## src/design/fth_pkg.sv

```systemverilog
// ----------------------------------------------------------------------------
// fth_pkg
// Shared types and constants for the flow tuple hash pipeline.
// ----------------------------------------------------------------------------
package fth_pkg;

    localparam int unsigned WORD_W     = 32;
    localparam int unsigned PORT_W     = 16;
    localparam int unsigned WORD_COUNT = 9;

    typedef logic [WORD_W-1:0]                  t_word;
    typedef logic [PORT_W-1:0]                  t_port;
    typedef logic [WORD_COUNT-1:0][WORD_W-1:0]  t_word_list;

    // Hash constants
    localparam t_word MUL_WORD    = 32'd3266489917;
    localparam t_word MUL_ROUND   = 32'd668265263;
    localparam t_word MUL_FINAL_A = 32'd246822519;
    localparam t_word MUL_FINAL_B = 32'd3266489917;
    localparam t_word START_ADD   = 32'd374761393;
    localparam t_word HASH_SEED   = 32'd5197;
    localparam t_word HASH_LEN    = 32'd36;

    localparam int unsigned ROUND_ROT = 17;
    localparam int unsigned FIN_SH_A  = 15;
    localparam int unsigned FIN_SH_B  = 13;
    localparam int unsigned FIN_SH_C  = 16;

    localparam t_word ACC_START = t_word'(HASH_LEN + HASH_SEED + START_ADD);

endpackage

```

## src/design/fth_round.sv

```systemverilog
// ----------------------------------------------------------------------------
// fth_round
// One accumulator round over two stages: add and rotate, then multiply.
// Consumes the lowest queued product and shifts the queue down.
// ----------------------------------------------------------------------------
module fth_round (
    input  logic                i_clk,
    input  logic                i_rst_n,
    input  logic                i_valid,
    output logic                o_stall,
    input  fth_pkg::t_word      i_acc,
    input  fth_pkg::t_word_list i_prods,
    output logic                o_valid,
    input  logic                i_stall,
    output fth_pkg::t_word      o_acc,
    output fth_pkg::t_word_list o_prods
);

    logic                r_v1;
    logic                r_v2;
    logic                en1;
    logic                en2;
    fth_pkg::t_word      n_sum;
    fth_pkg::t_word      n_rot;
    fth_pkg::t_word      r_rot;
    fth_pkg::t_word      r_acc;
    fth_pkg::t_word_list r_rest1;
    fth_pkg::t_word_list r_rest2;

    assign en2     = ~r_v2 | ~i_stall;
    assign en1     = ~r_v1 | en2;
    assign o_stall = ~en1;

    assign n_sum = i_acc + i_prods[0];
    assign n_rot = {n_sum[fth_pkg::WORD_W-fth_pkg::ROUND_ROT-1:0],
                    n_sum[fth_pkg::WORD_W-1:fth_pkg::WORD_W-fth_pkg::ROUND_ROT]};

    always_ff @(posedge i_clk) begin
        if (!i_rst_n) begin
            r_v1 <= 1'b0;
            r_v2 <= 1'b0;
        end else begin
            if (en1) begin
                r_v1 <= i_valid;
            end
            if (en2) begin
                r_v2 <= r_v1;
            end
        end
    end

    always_ff @(posedge i_clk) begin
        if (en1) begin
            r_rot   <= n_rot;
            r_rest1 <= {fth_pkg::t_word'(0), i_prods[fth_pkg::WORD_COUNT-1:1]};
        end
        if (en2) begin
            r_acc   <= r_rot * fth_pkg::MUL_ROUND;
            r_rest2 <= r_rest1;
        end
    end

    assign o_valid = r_v2;
    assign o_acc   = r_acc;
    assign o_prods = r_rest2;

endmodule

```

## config.mk

```make
export PLATFORM = sky130hd
export DESIGN_NAME = fth_round
export DESIGN_NICKNAME = d
export VERILOG_FILES = /design/src/design/fth_pkg.sv /design/src/design/fth_round.sv
export SDC_FILE = /design/constraint.sdc
export NUM_CORES = 1
export LEC_CHECK = 0
export ABC_AREA = 1
export BUFFER_PORTS_ARGS = -buffer_cell sky130_fd_sc_hd__buf_2
export CAP_MARGIN = 20
export CORE_ASPECT_RATIO = 1.25
export CORE_MARGIN = 2
export CORE_UTILIZATION = 45
export CTS_BUF_LIST = sky130_fd_sc_hd__clkbuf_16
export CTS_CLUSTER_DIAMETER = 40
export CTS_CLUSTER_SIZE = 12
export DETAILED_ROUTE_END_ITERATION = 10
export GPL_TIMING_DRIVEN = 0
export PLACE_DENSITY = 0.69
export SYNTH_ARGS = -nofsm -noshare
export SYNTH_HDL_FRONTEND = slang
export SYNTH_SLANG_ARGS = --single-unit
export TNS_END_PERCENT = 50
```

## constraint.sdc

```tcl
create_clock -name i_clk -period 29.9 [get_ports i_clk]
set_input_delay 0 -clock i_clk [delete_from_list [all_inputs] [get_ports i_clk]]
set_output_delay 0 -clock i_clk [all_outputs]
set_load 0.01 [all_outputs]
```

==> flow_metrics.tcl <==
set metrics [dict create \
    final_cell_mix "buf_2, edfxtp_1, inv_1, dlygate4sd3_1, fa_1" \
    grt_pass1_wl_um 129000 \
    max_cap_viol_count 0 \
    port_buffers 613 \
    rows 104 \
    netlist.area_leader.share_pct 59.2 \
    worstMarginPinSlew_ps 821 \
    crit_arrival_ps 7070 \
    core_area_um2 64300 \
    hold_violations 0 \
    start_util_pct 45.5 \
    setup_tns_ps 0 \
    die_area_um2 67000 \
    layout_commonest_cell "buf_2" \
    drt-vias-per-instance 4.89 \
    die_w_um 232 \
    rsz0062_at_grt "false" \
    die_y_um 289 \
    crit_type "reg -> reg" \
    cp-end-kind "flip-flop" \
    crit_family "adder cells" \
    h-tree-depth 3 \
    drtIter0Drc 1112 \
    synth_seq_cells 578 \
    timing.fmax_mhz 148 \
    path_cells "inv_1 -> fa_1 -> inv_1 -> fa_1 -> fa_1 -> fa_1 -> fa_1 -> fa_1 -> fa_1 -> fa_1 -> ha_1 -> nand2_1 -> nor3_1 -> nand4_1 -> or2_2 -> nand3_1 -> inv_1 -> nand2_1 -> nand2_1" \
    worstPathRequired_ps 30230 \
    fin_ws_ps 23160 \
    worstPathMaxFanout 12 \
    cts_tree "built" \
    finalSetupViolations 0 \
    crit_path_frequent_cell "fa_1" \
    whs_ps 34.6 \
    pre_cts_slack_ps 23240 \
    status "finished, final reports clean" \
    critPathBufInv 3 \
    insertion_delay_ps 620 \
    wl_um 88800 \
    antenna_found_initial 17 \
    grt_pass1_vias 21399 \
    gr-usage-all-layers_pct 26.5 \
    cts_sinks 578 \
    hp-start "i_acc[3]" \
    area_growth_pct 33.4 \
    clockBufferDepth 3 \
    cts_root_buffer "clkbuf_16" \
    cts_resized 0 \
    post_synth_instance_area_um2 29200 \
    post-route-min-period_ps 6740 \
    clk_pin_slew_ps 50 \
    final_cell_area_um2 39000 \
    drc 0 \
    post-route-period-util_pct 22.5 \
    grt_start_max_net_pins 128 \
    drive_gt1_share_pct 25.1 \
    maxSlewHeadroom_pct 45.3 \
    synth_async_sr_flop_share_pct 0 \
    vias 19133 \
    cts_made_buffers 73 \
    synth_edf_count 576 \
    firstDrtPassIters 8 \
    post-cts-setup-buffer-count 0 \
    cp-start-kind "flip-flop" \
    max_stage_delay_ps 870 \
    ioPinCount 646 \
    dp_hpwl_um 67500 \
    place_area_um2 33600 \
    gp_congestion 0.979 \
    syn_inst 1987 \
    synth_ff_type "edfxtp_1" \
    syn_avg_cell_area_um2 14.7 \
    grt-ovfl-total 0 \
    crit_path_top_delay_cell "edfxtp_1" \
    wl_per_cell_um 22.7 \
    ys_seq_area_share_pct 59.3 \
    r2r-start "r_rot[0]$_DFFE_PN_" \
    ys_warn_count 0 \
    hold_class "in -> reg" \
    fin_skew_ps 37.4 \
    slew_violations 0 \
    ant_nets 0 \
    layout.nets 3787 \
    ys_types 40 \
    cts_hold_buffers 300 \
    ys_top_cells_by_area "edfxtp_1, fa_1, ha_1" \
    crit_start "r_rot[0]$_DFFE_PN_" \
    yosysTopAreaCell "edfxtp_1" \
]
==> cell families (layout without fill, tap and decap cells) <==
logic type | after synthesis | count (layout) | share of synthesized area, %
AND/OR/NAND/NOR | 317 | 317 | 4.58
AO/OA/AOI/OAI | 135 | 135 | 2.74
adder cells (fa/ha/maj) | 451 | 451 | 25.3
XOR/XNOR | 65 | 65 | 1.95
flip-flops | 578 | 578 | 59.3
buffers and inverters | 440 | 1477 | 6.06
other | 1 | 45 | 0.0128
==> Yosys cell counts, drive strengths merged (23+ instances only) <==
| library cell | count |
|---|---|
| xor2 | 42 |
| nand3 | 37 |
| nand2 | 181 |
| inv | 408 |
| xnor2 | 23 |
| ha | 217 |
| nor2 | 66 |
| a21oi | 63 |
| o21ai | 33 |
| fa | 234 |
| edfxtp | 576 |
| buf | 32 |
==> final timing paths <==
check	to	slack [ps]	depth (start not counted)
max	o_acc[31]$_DFFE_PP_	23160	19
min reg2reg	o_prods[175]$_DFFE_PP_	400	0
min	r_rot[20]$_DFFE_PN_	30	3
max reg2reg	o_acc[31]$_DFFE_PP_	23160	19
==> metal layers <==
metal	up-vias	wire, um	global-route usage (%)	part of all wire, %
li1	8678	-	-	-
met1	9422	29600	27.0	33
met2	806	47000	48.0	53
met3	223	6010	7.00	6.8
met4	4	6260	16.7	7.1
met5	-	29	0	0.033
==> state kept, by name, indices dropped and copies added, names as in the netlist <==
signal	count
o_prods	256
r_rest1	256
o_acc	32
r_rot	32
o_valid	1
r_v1	1
==> metrics by stage <==
stage          cells  utilization, %
3_3_place_gp    3479            52.1
2_1_floorplan   2018               -
4_1_cts         3903            60.6
5_1_grt         3911            60.6
6_report        3916            60.6
3_5_place_dp    3485            52.3
==> tightest hold or removal path: cells and delay by family <==
kind	cells	cell delay (ps)
fa+ha+maj	1	210
xor+xnor	1	130
buf+inv	1	100
==> area by class of cell <==
cell class                      count  area [um2]
Antenna cell                       13        32.5
Buffer                             32         240
Clock buffer                       73        1830
Clock inverter                     45         475
Fill cell                        4834       25300
Inverter                          408        1540
Multi-Input combinational cell   1000       10200
Sequential cell                   578       17300
Tap cell                          848        1060
Timing Repair Buffer              919        6240
Power is not shown: default switching activity piles up to over one toggle a cycle in this logic, so the estimate is an artifact.
