**src/design/fth_pkg.sv**
```systemverilog
// ----------------------------------------------------------------------------
// fth_pkg
// Shared types and constants for the flow tuple hash pipeline.
// ----------------------------------------------------------------------------
package fth_pkg;

    localparam int unsigned WORD_W     = 32;
    localparam int unsigned PORT_W     = 16;
    localparam int unsigned WORD_COUNT = 9;

    typedef logic [WORD_W-1:0]                  t_word;
    typedef logic [PORT_W-1:0]                  t_port;
    typedef logic [WORD_COUNT-1:0][WORD_W-1:0]  t_word_list;

    // Hash constants
    localparam t_word MUL_WORD    = 32'd3266489917;
    localparam t_word MUL_ROUND   = 32'd668265263;
    localparam t_word MUL_FINAL_A = 32'd246822519;
    localparam t_word MUL_FINAL_B = 32'd3266489917;
    localparam t_word START_ADD   = 32'd374761393;
    localparam t_word HASH_SEED   = 32'd5197;
    localparam t_word HASH_LEN    = 32'd36;

    localparam int unsigned ROUND_ROT = 17;
    localparam int unsigned FIN_SH_A  = 15;
    localparam int unsigned FIN_SH_B  = 13;
    localparam int unsigned FIN_SH_C  = 16;

    localparam t_word ACC_START = t_word'(HASH_LEN + HASH_SEED + START_ADD);

endpackage

```
**src/design/fth_final.sv**
```systemverilog
// ----------------------------------------------------------------------------
// fth_final
// Final avalanche over three stages: two xor-shift-multiply steps and a
// closing xor-shift.
// ----------------------------------------------------------------------------
module fth_final (
    input  logic           i_clk,
    input  logic           i_rst_n,
    input  logic           i_valid,
    output logic           o_stall,
    input  fth_pkg::t_word i_acc,
    output logic           o_valid,
    input  logic           i_stall,
    output fth_pkg::t_word o_hash
);

    logic           r_v1;
    logic           r_v2;
    logic           r_v3;
    logic           en1;
    logic           en2;
    logic           en3;
    fth_pkg::t_word n_x1;
    fth_pkg::t_word n_x2;
    fth_pkg::t_word r_m1;
    fth_pkg::t_word r_m2;
    fth_pkg::t_word r_hash;

    assign en3     = ~r_v3 | ~i_stall;
    assign en2     = ~r_v2 | en3;
    assign en1     = ~r_v1 | en2;
    assign o_stall = ~en1;

    assign n_x1 = i_acc ^ (i_acc >> fth_pkg::FIN_SH_A);
    assign n_x2 = r_m1 ^ (r_m1 >> fth_pkg::FIN_SH_B);

    always_ff @(posedge i_clk) begin
        if (!i_rst_n) begin
            r_v1 <= 1'b0;
            r_v2 <= 1'b0;
            r_v3 <= 1'b0;
        end else begin
            if (en1) begin
                r_v1 <= i_valid;
            end
            if (en2) begin
                r_v2 <= r_v1;
            end
            if (en3) begin
                r_v3 <= r_v2;
            end
        end
    end

    always_ff @(posedge i_clk) begin
        if (en1) begin
            r_m1 <= n_x1 * fth_pkg::MUL_FINAL_A;
        end
        if (en2) begin
            r_m2 <= n_x2 * fth_pkg::MUL_FINAL_B;
        end
        if (en3) begin
            r_hash <= r_m2 ^ (r_m2 >> fth_pkg::FIN_SH_C);
        end
    end

    assign o_valid = r_v3;
    assign o_hash  = r_hash;

endmodule

```
**config.mk**
```make
export PLATFORM = sky130hd
export DESIGN_NAME = fth_final
export DESIGN_NICKNAME = d
export VERILOG_FILES = /design/src/design/fth_pkg.sv /design/src/design/fth_final.sv
export SDC_FILE = /design/constraint.sdc
export NUM_CORES = 1
export LEC_CHECK = 0
export ABC_AREA = 1
export BUFFER_PORTS_ARGS = -buffer_cell sky130_fd_sc_hd__buf_4
export CORE_MARGIN = 4
export CORE_UTILIZATION = 45
export DETAILED_ROUTE_END_ITERATION = 12
export PLACE_DENSITY_LB_ADDON = 0.15
export SKIP_CTS_REPAIR_TIMING = 1
export SLEW_MARGIN = 20
export SYNTH_ARGS = -nofsm -noshare
export SYNTH_HDL_FRONTEND = slang
export SYNTH_SLANG_ARGS = --single-unit
export TNS_END_PERCENT = 1
```
**constraint.sdc**
```tcl
create_clock -name i_clk -period 7.99 [get_ports i_clk]
set_clock_uncertainty 0.1 [all_clocks]
set_input_delay 0.3995 -clock i_clk [delete_from_list [all_inputs] [get_ports i_clk]]
set_output_delay 0.3995 -clock i_clk [all_outputs]
set_load 0.03 [all_outputs]
```
==> results.txt <==
* Result of the run: complete, no violations
* Final antenna diode count: 0
- At the worst endpoint, the required time is 8.01 ns.
- Share of the synthesized area in the top cell type: 0.374
- Core area: 51400 um2
- Of the total synthesized cell area, the portion taken by XOR and XNOR cells is 0.0538.
- Final number of setup-violating endpoints: 0
* Critical Path Start Type: register
- Largest net degree at the start of global routing: 35
* Total CTS buffers: 9
- The first global-routing pass estimated 99.2 mm of wire.
- Maximum buffer depth of the clock tree: 2
* Biggest area contributors in the synthesized netlist: sky130_fd_sc_hd__fa_1, sky130_fd_sc_hd__ha_1, sky130_fd_sc_hd__inv_1
- TritonCTS built the clock tree.
* Wire length the detailed router placed on met1: 27.6 mm
- The library cell used most frequently in the layout, excluding fill and tap cells, is sky130_fd_sc_hd__inv_1.
* Post-synthesis instance total: 2427
* Clock latency on the worst-skew pair: 0.37 ns
- The total count of hold-check failures in the final report is 0.
- Clock transition time at the flip-flop clock pins of the worst setup and hold paths: 0.08 ns
* Routed length per instance: 19.1 um
- In this run the horizontal extent of the chip is 236 um.
* Final core area utilization: 0.491
- Final ANT Viol Nets: 0
* Cell depth of the worst flop-to-flop path: 29
- The synthesized netlist occupies a cell area of 23400 um2.
- Number of placed I/O pins: 70
- In the finished design, the share of the clock period the worst path needs comes to 0.933.
- Max layer used: met4
- In this run the vertical extent of the chip is 236 um.
* Post-synthesis adder-cell area fraction: 0.586
* Largest family of logic cells by synthesized area: adder cells
* Number of max-slew violations in the final report: 0
- Depth of the worst hold-timing path: 3
* Final net count: 3400
- In the final layout, the share of cells above drive strength 1 is 0.0517.
- The cell that appears most often on the critical path is sky130_fd_sc_hd__inv_1.
* Count of vias placed by the detailed router: 15.4k
- After routing, the total negative slack on setup checks comes to 0 ns.
- The biggest area contributor in the post-synthesis netlist is sky130_fd_sc_hd__fa_1.
- Global routing finished with a remaining overflow of 0.
- Endpoint kind of the worst setup timing path: register
* Flip-flop cell with the highest count after synthesis: sky130_fd_sc_hd__edfxtp_1
* Synth-to-layout area growth: 7.86%
- Num rows: 83
- FFs w/ async S/R, synth: 0
* Pin slew with the least headroom to its limit: 1.02 ns
- Number of port buffers: 69
- Commonest non-fill, non-tap cells in the layout: sky130_fd_sc_hd__inv_1, sky130_fd_sc_hd__fa_1, sky130_fd_sc_hd__ha_1
- The detailed router finished its first iteration with 786 violations.
* CP Max Fanout: 6
* Number of levels the H-tree was split into: 3
* DR WL met2: 29.0 mm
- Synth warnings: 0
- Met3 wire len: 3.28 mm
- Number of enable flip-flop cells after synthesis: 96
* Number of global-route vias before repair: 17.5k
- Clock period minus final worst setup slack: 7.45 ns
- The slowest stage of the critical path is the sky130_fd_sc_hd__xnor2_1 cell.
- The initial antenna violation count was 0.
- Simple logic cell fraction of the synthesized area: 0.0619
* Routed vias/inst: 4.79
* Max Cap Viol: 0
- Final GP Congestion: 0.932
- After detailed routing, the number of remaining DRC violations is 0.
* Average size of a mapped cell: 9.64 um2
- Combined global-route utilization of all metal layers: 0.231
- The share of the Yosys chip area taken by registers is 0.126.
* Worst hold-check path type: input port to register
- The initial utilization of the core area, before any placement, comes to 0.455.
* Worst setup path category: register to register
- In this run, synthesis produced a sequential element count of 99.
- Max-slew headroom: 0.318
- Yosys cell types: 41
* Compound-gate portion of the synthesized area: 0.0307
- Root buf cell: sky130_fd_sc_hd__clkbuf_16
- Detail Placement HPWL: 56.0 mm
- Synthesis produced a netlist with a net count of 3297.
* Slowest cell delay on critical path: 0.63 ns
- For this run, the detailed router's first-pass iteration total came to 5.
* Die footprint: 55700 um2
- STA puts the critical path data arrival time at 7.47 ns.
* Share of cell area taken by muxes after synthesis: 0
* Achievable frequency: 134 MHz
* Final wirelength: 61.4 mm
- Counting every sink on the clock net gives 99.
- Setup repair after global routing missed its margin: no
## flip-flops by register name (all words and copies together), names as in the netlist
| signal | cells |
|---|---|
| o_hash | 32 |
| r_m2 | 32 |
| r_v2 | 1 |
| r_m1 | 32 |
| o_valid | 1 |
| r_v1 | 1 |
## path summary, 6_finish.rpt
check	start	to	slack, ns
min	i_valid	r_v1	0.18
max reg2reg	r_m1[19]	r_m2[29]	0.54
min reg2reg	r_v1	r_v2	0.37
max	r_m1[19]	r_m2[29]	0.54
## synthesized netlist by cell type, types with 2 or more instances
| cell type | instances |
|---|---|
| sky130_fd_sc_hd__nand2_2 | 5 |
| sky130_fd_sc_hd__a21oi_1 | 54 |
| sky130_fd_sc_hd__nor3_1 | 4 |
| sky130_fd_sc_hd__o21bai_1 | 4 |
| sky130_fd_sc_hd__nand4_1 | 9 |
| sky130_fd_sc_hd__ha_1 | 397 |
| sky130_fd_sc_hd__inv_1 | 873 |
| sky130_fd_sc_hd__inv_2 | 6 |
| sky130_fd_sc_hd__nand2_1 | 215 |
| sky130_fd_sc_hd__a21oi_2 | 5 |
| sky130_fd_sc_hd__buf_2 | 2 |
| sky130_fd_sc_hd__nor4_1 | 4 |
| sky130_fd_sc_hd__o21ai_1 | 10 |
| sky130_fd_sc_hd__edfxtp_1 | 96 |
| sky130_fd_sc_hd__o21ai_0 | 19 |
| sky130_fd_sc_hd__xnor2_1 | 60 |
| sky130_fd_sc_hd__nand3_1 | 40 |
| sky130_fd_sc_hd__dfxtp_1 | 3 |
| sky130_fd_sc_hd__o31ai_1 | 3 |
| sky130_fd_sc_hd__a21o_1 | 10 |
| sky130_fd_sc_hd__or2_1 | 4 |
| sky130_fd_sc_hd__nand3b_1 | 5 |
| sky130_fd_sc_hd__xor2_1 | 82 |
| sky130_fd_sc_hd__a31oi_1 | 6 |
| sky130_fd_sc_hd__a211oi_1 | 2 |
| sky130_fd_sc_hd__nor2_1 | 58 |
| sky130_fd_sc_hd__fa_1 | 437 |
## routing by layer
metal,up-vias,track usage
met5,-,0
met4,0,0.0497
met3,66,0.0359
met2,349,0.385
met1,7652,0.321
li1,7347,-
## kinds of logic after synthesis
group / count (synthesis)
simple gates: 348
buf+inv: 882
flops: 99
xor+xnor: 143
fa+ha+maj: 834
compound gates: 121
## through the flow
| stage | cell area (um2) | worst slack (ns) | hold WS (ns) | instances |
|---|---|---|---|---|
| 3_3_place_gp | 24900 | 0.648 | 0.347 | 3199 |
| 4_1_cts | 25200 | 0.553 | 0.174 | 3215 |
| 6_report | 25200 | 0.536 | 0.177 | 3215 |
| 3_5_place_dp | 24900 | 0.575 | 0.362 | 3199 |
| 2_1_floorplan | 23400 | 1.32 | 0.334 | 2427 |
| 5_1_grt | 25200 | 0.0598 | 0.205 | 3215 |
## cell type report
type	instances	area, um2
multi-input combinational	1446	17100
clock buffer	9	225
timing repair buffer	94	706
clock inverter	7	67.6
fill	4856	26200
sequential	99	2940
tap	680	851
inverter	880	3300
## worst max-delay path, delay by kind of cell, from the launching register on
kind                       cells  cell delay [ns]
adders and majority gates      9             4.10
AOI/OAI and AO/OA              1             0.08
DFF                            1             0.55
and+or+nand+nor                9             0.92
xor gates and xnor gates       2             0.77
buffers and inverters          8             0.71
Power is not shown: default switching activity piles up to over one toggle a cycle in this logic, so the estimate is an artifact.
